--- src/sv/assert_macros.svh ---
// Assertion macros shared by the RTL of the name/address table.
// Depends on nothing; included by files that carry assertions.
`ifndef ASSERT_MACROS_SVH
`define ASSERT_MACROS_SVH

// Clocked check, disabled while reset is asserted
`define MNAT_ASSERT(lbl, clk, rst_n, prop, msg) \
	lbl: assert property (@(posedge clk) disable iff (!rst_n) prop) else $error(msg);

// Clocked check that also holds during reset
`define MNAT_ASSERT_ALWAYS(lbl, clk, prop, msg) \
	lbl: assert property (@(posedge clk) prop) else $error(msg);

`endif

--- src/sv/mnat_pkg.sv ---
// Types and constants for the masked name/address table.
// No dependencies; used by the top level.
package mnat_pkg;

	localparam int TABLE_DEPTH_DEF = 32;
	localparam int MAX_RESULTS     = 32;
	localparam int MATCH_CW        = $clog2(MAX_RESULTS + 1);

	typedef enum logic [1:0] {
		CMD_ADD    = 2'd0,
		CMD_REMOVE = 2'd1,
		CMD_LOOKUP = 2'd2,
		CMD_QUERY  = 2'd3
	} cmd_t;

	typedef enum logic [2:0] {
		ST_OK          = 3'd0,
		ST_UNKNOWN     = 3'd1,
		ST_NOT_ALLOWED = 3'd2,
		ST_NOT_FOUND   = 3'd3,
		ST_FULL        = 3'd4
	} status_t;

	typedef enum logic [2:0] {
		S_IDLE,
		S_SCAN,
		S_FIN,
		S_SHIFT,
		S_RESP
	} state_t;

	typedef struct packed {
		logic [31:0] key;
		logic [15:0] addr;
		logic        flag;
	} entry_t;

endpackage

--- src/sv/mnat_if.sv ---
// Request and response channel interfaces of the name/address table.
// Plain valid/ready handshake; no package dependency.
interface mnat_req_if;
	logic        valid;
	logic        ready;
	logic [1:0]  cmd;
	logic [31:0] name;
	logic [15:0] address;
	logic [1:0]  flags;
	logic [31:0] mask;

	modport source (output valid, cmd, name, address, flags, mask, input ready);
	modport sink   (input valid, cmd, name, address, flags, mask, output ready);
endinterface

interface mnat_rsp_if;
	logic        valid;
	logic        ready;
	logic [2:0]  status;
	logic [31:0] entry_name_out;
	logic [15:0] entry_address_out;
	logic        entry_flag_out;
	logic        last;

	modport source (output valid, status, entry_name_out, entry_address_out,
		entry_flag_out, last, input ready);
	modport sink   (input valid, status, entry_name_out, entry_address_out,
		entry_flag_out, last, output ready);
endinterface

--- src/sv/masked_name_address_table.sv ---
// Lookup, add and remove scan the used entries in order and stop at the first hit (in slot k);
// a remove that deletes then shifts every entry behind it down one slot.
// A query result leaves when the next match is found; the last leaves from the response state.
// One request at a time; the next is taken in the cycle after the response register
// loads, and the response waits while the output is stalled.
// Reset: entry count and own device clear at once; entry memory is not cleared.
module masked_name_address_table #(
	parameter int TABLE_DEPTH = mnat_pkg::TABLE_DEPTH_DEF
) (
	input  logic        clk,
	input  logic        arst_n,
	input  logic        cfg_we,
	input  logic [7:0]  cfg_wdata,
	mnat_req_if.sink    req,
	mnat_rsp_if.source  rsp
);
`include "assert_macros.svh"

	localparam int IW = $clog2(TABLE_DEPTH);
	localparam int CW = $clog2(TABLE_DEPTH + 1);
	localparam int MW = mnat_pkg::MATCH_CW;

	mnat_pkg::entry_t mem [TABLE_DEPTH];

	mnat_pkg::state_t state_q, state_d;
	mnat_pkg::cmd_t   cmd_q;
	logic [31:0] name_q, mask_q;
	logic [15:0] addr_q;
	logic [1:0]  flags_q;
	logic [7:0]  own_q;
	logic [CW-1:0] used_q, used_d;

	logic [CW-1:0] rd_idx_q, rd_idx_d;
	logic          s1_vld_q, s1_vld_d;
	logic [IW-1:0] s1_idx_q, s1_idx_d;
	mnat_pkg::entry_t rdata_s1;

	logic          found_q, found_d;
	logic [IW-1:0] slot_q, slot_d;
	logic [15:0]   hit_addr_q, hit_addr_d;
	logic          hit_flag_q, hit_flag_d;
	logic [MW-1:0] mcnt_q, mcnt_d;

	logic             res_vld_q, res_vld_d;
	mnat_pkg::status_t res_st_q, res_st_d;
	logic [31:0]      res_name_q, res_name_d;
	logic [15:0]      res_addr_q, res_addr_d;
	logic             res_flag_q, res_flag_d;

	logic             out_vld_q;
	mnat_pkg::status_t out_st_q;
	logic [31:0]      out_name_q;
	logic [15:0]      out_addr_q;
	logic             out_flag_q, out_last_q;
	logic             out_load, out_last_d;

	logic          rd_en, wr_en;
	logic [IW-1:0] rd_addr, wr_addr;
	mnat_pkg::entry_t wr_data;

	logic accepted, out_free, issue_ok, s1_hit, hit;

	assign req.ready = (state_q == mnat_pkg::S_IDLE);
	assign accepted  = req.valid && req.ready;
	assign out_free  = !out_vld_q || rsp.ready;
	assign issue_ok  = rd_idx_q < used_q;
	assign s1_hit    = (cmd_q == mnat_pkg::CMD_QUERY) ?
		((rdata_s1.key & mask_q) == (name_q & mask_q)) : (rdata_s1.key == name_q);
	assign hit       = s1_vld_q && s1_hit;

	assign rsp.valid             = out_vld_q;
	assign rsp.status            = out_st_q;
	assign rsp.entry_name_out    = out_name_q;
	assign rsp.entry_address_out = out_addr_q;
	assign rsp.entry_flag_out    = out_flag_q;
	assign rsp.last              = out_last_q;

	always_comb begin
		state_d    = state_q;
		used_d     = used_q;
		rd_idx_d   = rd_idx_q;
		s1_vld_d   = s1_vld_q;
		s1_idx_d   = s1_idx_q;
		found_d    = found_q;
		slot_d     = slot_q;
		hit_addr_d = hit_addr_q;
		hit_flag_d = hit_flag_q;
		mcnt_d     = mcnt_q;
		res_vld_d  = res_vld_q;
		res_st_d   = res_st_q;
		res_name_d = res_name_q;
		res_addr_d = res_addr_q;
		res_flag_d = res_flag_q;
		out_load   = 1'b0;
		out_last_d = 1'b1;
		rd_en      = 1'b0;
		rd_addr    = rd_idx_q[IW-1:0];
		wr_en      = 1'b0;
		wr_addr    = slot_q;
		wr_data    = '{key: name_q, addr: addr_q, flag: flags_q[0]};

		unique case (state_q)
			mnat_pkg::S_IDLE: begin
				if (accepted) begin
					rd_idx_d  = '0;
					s1_vld_d  = 1'b0;
					found_d   = 1'b0;
					mcnt_d    = '0;
					res_vld_d = 1'b0;
					state_d   = mnat_pkg::S_SCAN;
				end
			end
			mnat_pkg::S_SCAN: begin
				if (!(cmd_q == mnat_pkg::CMD_QUERY && hit && res_vld_q && !out_free)) begin
					rd_en    = issue_ok;
					s1_vld_d = issue_ok;
					s1_idx_d = rd_idx_q[IW-1:0];
					if (issue_ok) begin
						rd_idx_d = rd_idx_q + CW'(1);
					end
					if (cmd_q == mnat_pkg::CMD_QUERY) begin
						if (hit) begin
							out_load   = res_vld_q;
							out_last_d = 1'b0;
							res_vld_d  = 1'b1;
							res_st_d   = mnat_pkg::ST_OK;
							res_name_d = rdata_s1.key;
							res_addr_d = rdata_s1.addr;
							res_flag_d = rdata_s1.flag;
							mcnt_d     = mcnt_q + MW'(1);
							if (mcnt_q == MW'(mnat_pkg::MAX_RESULTS - 1)) begin
								s1_vld_d = 1'b0;
								state_d  = mnat_pkg::S_FIN;
							end
						end
					end else if (hit) begin
						found_d    = 1'b1;
						slot_d     = s1_idx_q;
						hit_addr_d = rdata_s1.addr;
						hit_flag_d = rdata_s1.flag;
						s1_vld_d   = 1'b0;
						state_d    = mnat_pkg::S_FIN;
					end
					if (!s1_vld_q && !issue_ok) begin
						state_d = mnat_pkg::S_FIN;
					end
				end
			end
			mnat_pkg::S_FIN: begin
				res_name_d = '0;
				res_addr_d = '0;
				res_flag_d = 1'b0;
				state_d    = mnat_pkg::S_RESP;
				unique case (cmd_q)
					mnat_pkg::CMD_ADD: begin
						if (flags_q[1]) begin
							res_st_d = mnat_pkg::ST_UNKNOWN;
						end else if (found_q) begin
							if (hit_flag_q) begin
								res_st_d = mnat_pkg::ST_NOT_ALLOWED;
							end else begin
								wr_en    = 1'b1;
								res_st_d = mnat_pkg::ST_OK;
							end
						end else if (addr_q == {own_q, 8'h00}) begin
							res_st_d = mnat_pkg::ST_NOT_ALLOWED;
						end else if (used_q == CW'(TABLE_DEPTH)) begin
							res_st_d = mnat_pkg::ST_FULL;
						end else begin
							wr_en    = 1'b1;
							wr_addr  = used_q[IW-1:0];
							used_d   = used_q + CW'(1);
							res_st_d = mnat_pkg::ST_OK;
						end
					end
					mnat_pkg::CMD_REMOVE: begin
						if (!found_q) begin
							res_st_d = mnat_pkg::ST_UNKNOWN;
						end else if (hit_flag_q) begin
							res_st_d = mnat_pkg::ST_NOT_ALLOWED;
						end else begin
							res_st_d = mnat_pkg::ST_OK;
							rd_idx_d = CW'(slot_q) + CW'(1);
							s1_vld_d = 1'b0;
							state_d  = mnat_pkg::S_SHIFT;
						end
					end
					mnat_pkg::CMD_LOOKUP: begin
						if (found_q) begin
							res_st_d   = mnat_pkg::ST_OK;
							res_addr_d = hit_addr_q;
							res_flag_d = hit_flag_q;
						end else begin
							res_st_d = mnat_pkg::ST_NOT_FOUND;
						end
					end
					mnat_pkg::CMD_QUERY: begin
						if (res_vld_q) begin
							res_name_d = res_name_q;
							res_addr_d = res_addr_q;
							res_flag_d = res_flag_q;
						end else begin
							res_st_d = mnat_pkg::ST_NOT_FOUND;
						end
					end
				endcase
			end
			mnat_pkg::S_SHIFT: begin
				rd_en    = issue_ok;
				s1_vld_d = issue_ok;
				s1_idx_d = rd_idx_q[IW-1:0];
				if (issue_ok) begin
					rd_idx_d = rd_idx_q + CW'(1);
				end
				if (s1_vld_q) begin
					wr_en   = 1'b1;
					wr_addr = s1_idx_q - IW'(1);
					wr_data = rdata_s1;
				end
				if (!s1_vld_q && !issue_ok) begin
					used_d  = used_q - CW'(1);
					state_d = mnat_pkg::S_RESP;
				end
			end
			mnat_pkg::S_RESP: begin
				if (out_free) begin
					out_load = 1'b1;
					state_d  = mnat_pkg::S_IDLE;
				end
			end
			default: state_d = mnat_pkg::S_IDLE;
		endcase
	end

	always_ff @(posedge clk or negedge arst_n) begin
		if (!arst_n) begin
			state_q   <= mnat_pkg::S_IDLE;
			used_q    <= '0;
			own_q     <= '0;
			s1_vld_q  <= 1'b0;
			found_q   <= 1'b0;
			res_vld_q <= 1'b0;
			mcnt_q    <= '0;
			rd_idx_q  <= '0;
			out_vld_q <= 1'b0;
		end else begin
			state_q   <= state_d;
			used_q    <= used_d;
			s1_vld_q  <= s1_vld_d;
			found_q   <= found_d;
			res_vld_q <= res_vld_d;
			mcnt_q    <= mcnt_d;
			rd_idx_q  <= rd_idx_d;
			if (cfg_we) begin
				own_q <= cfg_wdata;
			end
			if (out_load) begin
				out_vld_q <= 1'b1;
			end else if (rsp.ready) begin
				out_vld_q <= 1'b0;
			end
		end
	end

	always_ff @(posedge clk) begin
		s1_idx_q   <= s1_idx_d;
		slot_q     <= slot_d;
		hit_addr_q <= hit_addr_d;
		hit_flag_q <= hit_flag_d;
		res_st_q   <= res_st_d;
		res_name_q <= res_name_d;
		res_addr_q <= res_addr_d;
		res_flag_q <= res_flag_d;
		if (accepted) begin
			cmd_q   <= mnat_pkg::cmd_t'(req.cmd);
			name_q  <= req.name;
			addr_q  <= req.address;
			flags_q <= req.flags;
			mask_q  <= req.mask;
		end
		if (out_load) begin
			out_st_q   <= res_st_q;
			out_name_q <= res_name_q;
			out_addr_q <= res_addr_q;
			out_flag_q <= res_flag_q;
			out_last_q <= out_last_d;
		end
	end

	always_ff @(posedge clk) begin
		if (wr_en) begin
			mem[wr_addr] <= wr_data;
		end
	end

	always_ff @(posedge clk) begin
		if (rd_en) begin
			rdata_s1 <= mem[rd_addr];
		end
	end

	`MNAT_ASSERT(a_used_bound, clk, arst_n, used_q <= CW'(TABLE_DEPTH), "entry count above depth")
	`MNAT_ASSERT(a_accept_scan, clk, arst_n, accepted |=> state_q == mnat_pkg::S_SCAN, "request not scanned")
	`MNAT_ASSERT(a_no_wr_in_scan, clk, arst_n, state_q == mnat_pkg::S_SCAN |-> !wr_en, "write during scan")
	`MNAT_ASSERT(a_match_cap, clk, arst_n, mcnt_q <= MW'(mnat_pkg::MAX_RESULTS), "match count overrun")

endmodule
--- src/flat_wrapper.sv ---
// flat-port wrapper written by rule: the top's interface ports become plain ports
module masked_name_address_table_flat 
#(
	parameter int TABLE_DEPTH = mnat_pkg::TABLE_DEPTH_DEF
)
  (clk, arst_n, cfg_we, cfg_wdata, req_valid, req_cmd, req_name, req_address, req_flags, req_mask, req_ready, rsp_valid, rsp_status, rsp_entry_name_out, rsp_entry_address_out, rsp_entry_flag_out, rsp_last, rsp_ready);
  mnat_req_if req_i ();
  mnat_rsp_if rsp_i ();
  input  logic clk;
  input  logic arst_n;
  input  logic cfg_we;
  input  logic [7:0] cfg_wdata;
  input wire logic [$bits(req_i.valid)-1:0] req_valid;
  input wire logic [$bits(req_i.cmd)-1:0] req_cmd;
  input wire logic [$bits(req_i.name)-1:0] req_name;
  input wire logic [$bits(req_i.address)-1:0] req_address;
  input wire logic [$bits(req_i.flags)-1:0] req_flags;
  input wire logic [$bits(req_i.mask)-1:0] req_mask;
  output wire logic [$bits(req_i.ready)-1:0] req_ready;
  output wire logic [$bits(rsp_i.valid)-1:0] rsp_valid;
  output wire logic [$bits(rsp_i.status)-1:0] rsp_status;
  output wire logic [$bits(rsp_i.entry_name_out)-1:0] rsp_entry_name_out;
  output wire logic [$bits(rsp_i.entry_address_out)-1:0] rsp_entry_address_out;
  output wire logic [$bits(rsp_i.entry_flag_out)-1:0] rsp_entry_flag_out;
  output wire logic [$bits(rsp_i.last)-1:0] rsp_last;
  input wire logic [$bits(rsp_i.ready)-1:0] rsp_ready;
  assign req_i.valid = req_valid;
  assign req_i.cmd = req_cmd;
  assign req_i.name = req_name;
  assign req_i.address = req_address;
  assign req_i.flags = req_flags;
  assign req_i.mask = req_mask;
  assign req_ready = req_i.ready;
  assign rsp_valid = rsp_i.valid;
  assign rsp_status = rsp_i.status;
  assign rsp_entry_name_out = rsp_i.entry_name_out;
  assign rsp_entry_address_out = rsp_i.entry_address_out;
  assign rsp_entry_flag_out = rsp_i.entry_flag_out;
  assign rsp_last = rsp_i.last;
  assign rsp_i.ready = rsp_ready;
  masked_name_address_table #(.TABLE_DEPTH(TABLE_DEPTH)) u_core (.clk(clk), .arst_n(arst_n), .cfg_we(cfg_we), .cfg_wdata(cfg_wdata), .req(req_i), .rsp(rsp_i));
endmodule
--- config.mk ---
export PLATFORM = sky130hd
export DESIGN_NAME = masked_name_address_table_flat
export DESIGN_NICKNAME = d
export VERILOG_FILES = /design/src/sv/mnat_pkg.sv /design/src/sv/mnat_if.sv /design/src/sv/masked_name_address_table.sv /design/src/flat_wrapper.sv
export VERILOG_INCLUDE_DIRS = /design/src /design/src/sv
export SDC_FILE = /design/constraint.sdc
export NUM_CORES = 2
export LEC_CHECK = 0
export BUFFER_PORTS_ARGS = -buffer_cell sky130_fd_sc_hd__buf_4
export CORE_MARGIN = 1
export CORE_UTILIZATION = 67
export DETAILED_ROUTE_END_ITERATION = 6
export GPL_TIMING_DRIVEN = 0
export PLACE_DENSITY_LB_ADDON = 0.1
export SETUP_SLACK_MARGIN = 0.05
export SYNTH_ARGS = -nofsm -noshare
export SYNTH_HDL_FRONTEND = slang
export SYNTH_SLANG_ARGS = --single-unit
--- constraint.sdc ---
create_clock -name clk -period 13.4 [get_ports clk]
set_input_delay 0.67 -clock clk [delete_from_list [all_inputs] [get_ports clk]]
set_output_delay 0.67 -clock clk [all_outputs]
set_load 0.02 [all_outputs]
==> run_results.csv <==
group,metric,value,unit
setup_path,worstReg2RegStart,"u_core.state_q[1]",
setup_path,reg2regPathDepth,8,
drt,drc_errors,14,
logic_synthesis,synth_top_flop_cell,"edfxtp_1",
setup_path,r2r_end,"u_core.mem[0][25]",
timing,drv_slew,11,
power,finalPower,16.22,mW
clock_tree,clk_latency,790,ps
logic_synthesis,synth-edff-count,1833,
drt,vias,37975,
min_path,min_path_cells,1,
timing,fin_setup_tns,0,ps
global_route,grt_usage,38.85,%
timing,period_needed,5448,ps
clock_tree,cts_hold_buffers,1,
min_path,hold_end,"u_core.cmd_q[1]",
power,power.switching,4.783,mW
timing,finalSetupViolations,0,
drt,drt_wl_total,206000,µm
setup_path,cp_slowest_stage_delay,1190,ps
clock_tree,path_clk_slew,70,ps
setup_path,worstPathArrival,5910,ps
logic_synthesis,avgSynthCellArea,22.76,µm²
placement,dp_hpwl,124000,µm
timing,hold_viol_final,0,
clock_tree,tritoncts,"done",
logic_synthesis,yosys_warnings,0,
timing,skew,39.67,ps
clock_tree,clock_path_buffers,3,
drt,final_antenna_net_count,0,
cells_and_area,fin_util,77.65,%
setup_path,worstPathMaxFanout,18,
floorplanning,design.core.area,0.1057,mm²
logic_synthesis,synth.distinct_cells,72,
floorplanning,pin_count,152,
floorplanning,chipWidth,329.0,µm
timing,worst_pin_slew,1538,ps
run_status,status,"finished with violations",
logic_synthesis,synthMuxAreaShare,16.40,%
clock_tree,cts_buffers,176,
setup_path,critPathBufInv,4,
logic_synthesis,synth_top_family_by_area,"multiplexers",
power,swShare,29.49,%
floorplanning,die_y,329.0,µm
setup_path,critPathRequiredTime,13860,ps
power,pwr-share-clk,30.3,%
logic_synthesis,synth_xor_xnor_area_share,0.6358,%
logic_synthesis,synth-seq-area-share,77.99,%
logic_synthesis,synthArstFlopShare,1.768,%
floorplanning,fp.dieArea,0.1082,mm²
cells_and_area,multi_input_area,0.01533,mm²
floorplanning,rows,119,
timing,fmax,0.1836,GHz
cells_and_area,n_fill_cell,5087,
logic_synthesis,syn-num-nets,3257,
timing,period_share,40.66,%
drt,drtPass1Iterations,7,
setup_path,crit_path_cell_trace,"clkbuf_1 > clkbuf_1 > nand3_1 > o21ai_0 > nand3_2 > nor2_4 > buf_12 > buf_12",
clock_tree,cts_resized,0,
power,powerDensity,197.6,mW/mm²
logic_synthesis,synth_compound_area_share,1.317,%
cells_and_area,register_area,0.05587,mm²
setup_path,crit_type,"reg -> reg",
cells_and_area,drive_gt1_share,30.50,%
power,peakVddDrop,0.1588,mV
clock_tree,postCtsSetupRepairBufs,0,
setup_path,slowest_stage,"nand3_1",
min_path,worstHoldStart,"req_cmd[1]",
power,internal_power,11.44,mW
setup_path,worstSetupEndpointType,"flop",
global_route,grt-ovfl-total,0,
clock_tree,cts_htree_levels,4,
cells_and_area,syn_to_final_growth,14.59,%
min_path,hold_class,"in -> reg",
drt,post_drt_via_cell_ratio,7.450,
power,seqPwrFrac,45.1,%
run_status,violations,"design-rule violations, max-capacitance violations, max-slew violations",
timing,rsz0062_at_grt,"false",
cells_and_area,layout.nets,3666,
global_route,grt_first_pass_wirelength,284600,µm
timing,relSlewSlack,-2.518,%
global_route,antenna_found_initial,9,
clock_tree,cts_root_buf,"clkbuf_16",
drt,drt_iter0_drc,6886,
floorplanning,initial_utilization,67.77,%
placement,gp_congestion,0.8372,
power,comb_power_share,24.7,%
logic_synthesis,synth_area,0.07164,mm²
placement,port_buffers,150,
logic_synthesis,synthCells,3147,
job,cap_violations,2,
global_route,grt_pass1_vias,38333,
logic_synthesis,synth_seq_cells,1866,
setup_path,worst_setup_path_start_kind,"flop",
power,p_leak,25.98,nW
global_route,grt_max_degree,61,
logic_synthesis,synth_adder_area_share,0.2375,%
clock_tree,clock-sinks,1866,
setup_path,path_delay_family,"simple AND/OR/NAND/NOR gates",
setup_path,rrSetupSlack,7950,ps
drt,wire_per_inst,40.42,µm
logic_synthesis,yosys.area_share.simple,2.447,%
## Yosys cell counts (all sizes together) (2+ instances only)
| master | n | area share [%] |
|---|---|---|
| o211ai | 6 | 0.063 |
| mux2 | 63 | 0.99 |
| nor2 | 58 | 0.31 |
| a2111oi | 3 | 0.063 |
| o211a | 2 | 0.028 |
| nand4 | 8 | 0.070 |
| nor4 | 14 | 0.17 |
| a211oi | 2 | 0.021 |
| clkbuf | 91 | 0.48 |
| nor2b | 2 | 0.017 |
| ha | 12 | 0.21 |
| edfxtp | 1833 | 77 |
| o21ai | 13 | 0.091 |
| nand2b | 8 | 0.070 |
| o21a | 5 | 0.052 |
| nand2 | 191 | 1.0 |
| a31oi | 6 | 0.052 |
| and2 | 36 | 0.31 |
| nor3 | 8 | 0.063 |
| buf | 58 | 0.39 |
| a22oi | 9 | 0.094 |
| xnor2 | 16 | 0.20 |
| or4 | 3 | 0.037 |
| inv | 22 | 0.12 |
| mux4 | 490 | 15 |
| a21o | 5 | 0.052 |
| dfrtp | 33 | 1.2 |
| a21boi | 2 | 0.021 |
| nor3b | 2 | 0.021 |
| o31ai | 3 | 0.031 |
| a221oi | 5 | 0.070 |
| a41oi | 2 | 0.024 |
| and3 | 5 | 0.044 |
| o32ai | 2 | 0.035 |
| nand3 | 32 | 0.25 |
| xor2 | 36 | 0.44 |
| o2111ai | 2 | 0.024 |
| and4 | 3 | 0.044 |
| a21oi | 15 | 0.10 |
| a22o | 21 | 0.26 |
| o21bai | 3 | 0.031 |
| o22ai | 2 | 0.017 |
## kinds of logic (layout without fill, tap and decap cells)
family                     after synthesis  count (layout)
AOI/OAI and AO/OA                      119             119
xor gates and xnor gates                52              52
adders and majority gates               13              13
buffers and inverters                  171             719
DFF                                   1866            1866
muxes                                  553             553
other                                    0              11
and+or+nand+nor                        373             373
## state kept, by name, summed over array words and instances, names as in the netlist, 5 cells and up
signal	count
u_core.res_addr_q	16
u_core.name_q	32
u_core.rdata_s1	49
u_core.addr_q	16
u_core.rsp.entry_address_out	16
u_core.used_q	6
u_core.own_q	8
u_core.hit_addr_q	16
u_core.mem	1568
u_core.res_name_q	32
u_core.mask_q	32
u_core.mcnt_q	6
u_core.rsp.entry_name_out	32
u_core.slot_q	5
u_core.rd_idx_q	6
u_core.s1_idx_q	5
## per-layer routing
layer  global-route usage (%)  up-vias  wire, µm
met5                        0        -       149
met4                    20.30        6     12830
met1                    51.37    19408     66900
li1                         -    14064         -
met3                    10.44      751     28290
met2                    60.43     3746     97850
## layout make-up
type | instances | share of cell area, %
clock inverter | 102 | 1.097
antenna | 11 | 0.03353
clock buffer | 215 | 5.673
sequential | 1866 | 68.06
buffer | 149 | 0.7545
multi-input combinational | 1110 | 18.68
timing repair buffer | 231 | 3.478
tap | 1391 | 2.120
inverter | 22 | 0.1036
## through the flow
| stage | instances | cell area, µm² | worst slack, ps | hold slack, ps |
|---|---|---|---|---|
| floorplan | 3147 | 71640 | 7761 | 374.4 |
| global placement | 4688 | 74500 | 1832 | 400.5 |
| detailed placement | 4768 | 76490 | 8440 | 404.5 |
| CTS | 5086 | 82060 | 8387 | 28.12 |
| global route | 5093 | 82080 | 8056 | 49.56 |
| finish | 5097 | 82090 | 7952 | 61.93 |
## layout by cell type, fill, tap and decap left out, drive strengths merged, types with 5 or more instances in the layout
master    count
o211ai        6
a221oi        5
diode        11
clkinvlp      8
and2         36
nor3          8
nor2         58
nand3        32
nand4         8
xor2         36
a22o         21
buf         288
nand2b        8
a21o          5
mux2         63
clkbuf      306
nand2       191
xnor2        16
o21ai        13
dfrtp        33
nor4         14
ha           12
a22oi         9
a21oi        15
and3          5
bufinv       15
inv          28
mux4        490
clkinv       73
edfxtp     1833
o21a          5
a31oi         6
## power groups by stage
stage	combinational, mW	clock (mW)	sequential (mW)
3_5_place_dp	3.84	0	7.41
4_1_cts	3.92	4.91	7.30
3_3_place_gp	3.66	0	7.45
6_report	4.00	4.91	7.31
5_1_grt	4.10	5.12	7.32
2_1_floorplan	2.41	0	7.38
## how the worst max path moves through the flow
stage,endpoint,startpoint,cells past startpoint,slack [ps]
after floorplan,u_core.rdata_s1[0],u_core.used_q[1],7,7760
after global placement,u_core.rdata_s1[26],u_core.name_q[29],8,1830
final,u_core.mem[0][25],u_core.state_q[1],8,7950
after global routing,u_core.mem[0][25],u_core.state_q[1],8,8060
after detailed placement,u_core.mem[0][24],u_core.state_q[1],8,8440
after CTS,u_core.mem[0][27],u_core.state_q[1],8,8390
## worst reg2reg max path, cell delays in order (launching register included)
cell      delay, ps
dfrtp_1         330
clkbuf_1        280
clkbuf_1        450
nand3_1        1190
o21ai_0         820
nand3_2         550
nor2_4          940
buf_12          290
buf_12          250
Note: power is estimated with default switching activity, not from simulation.
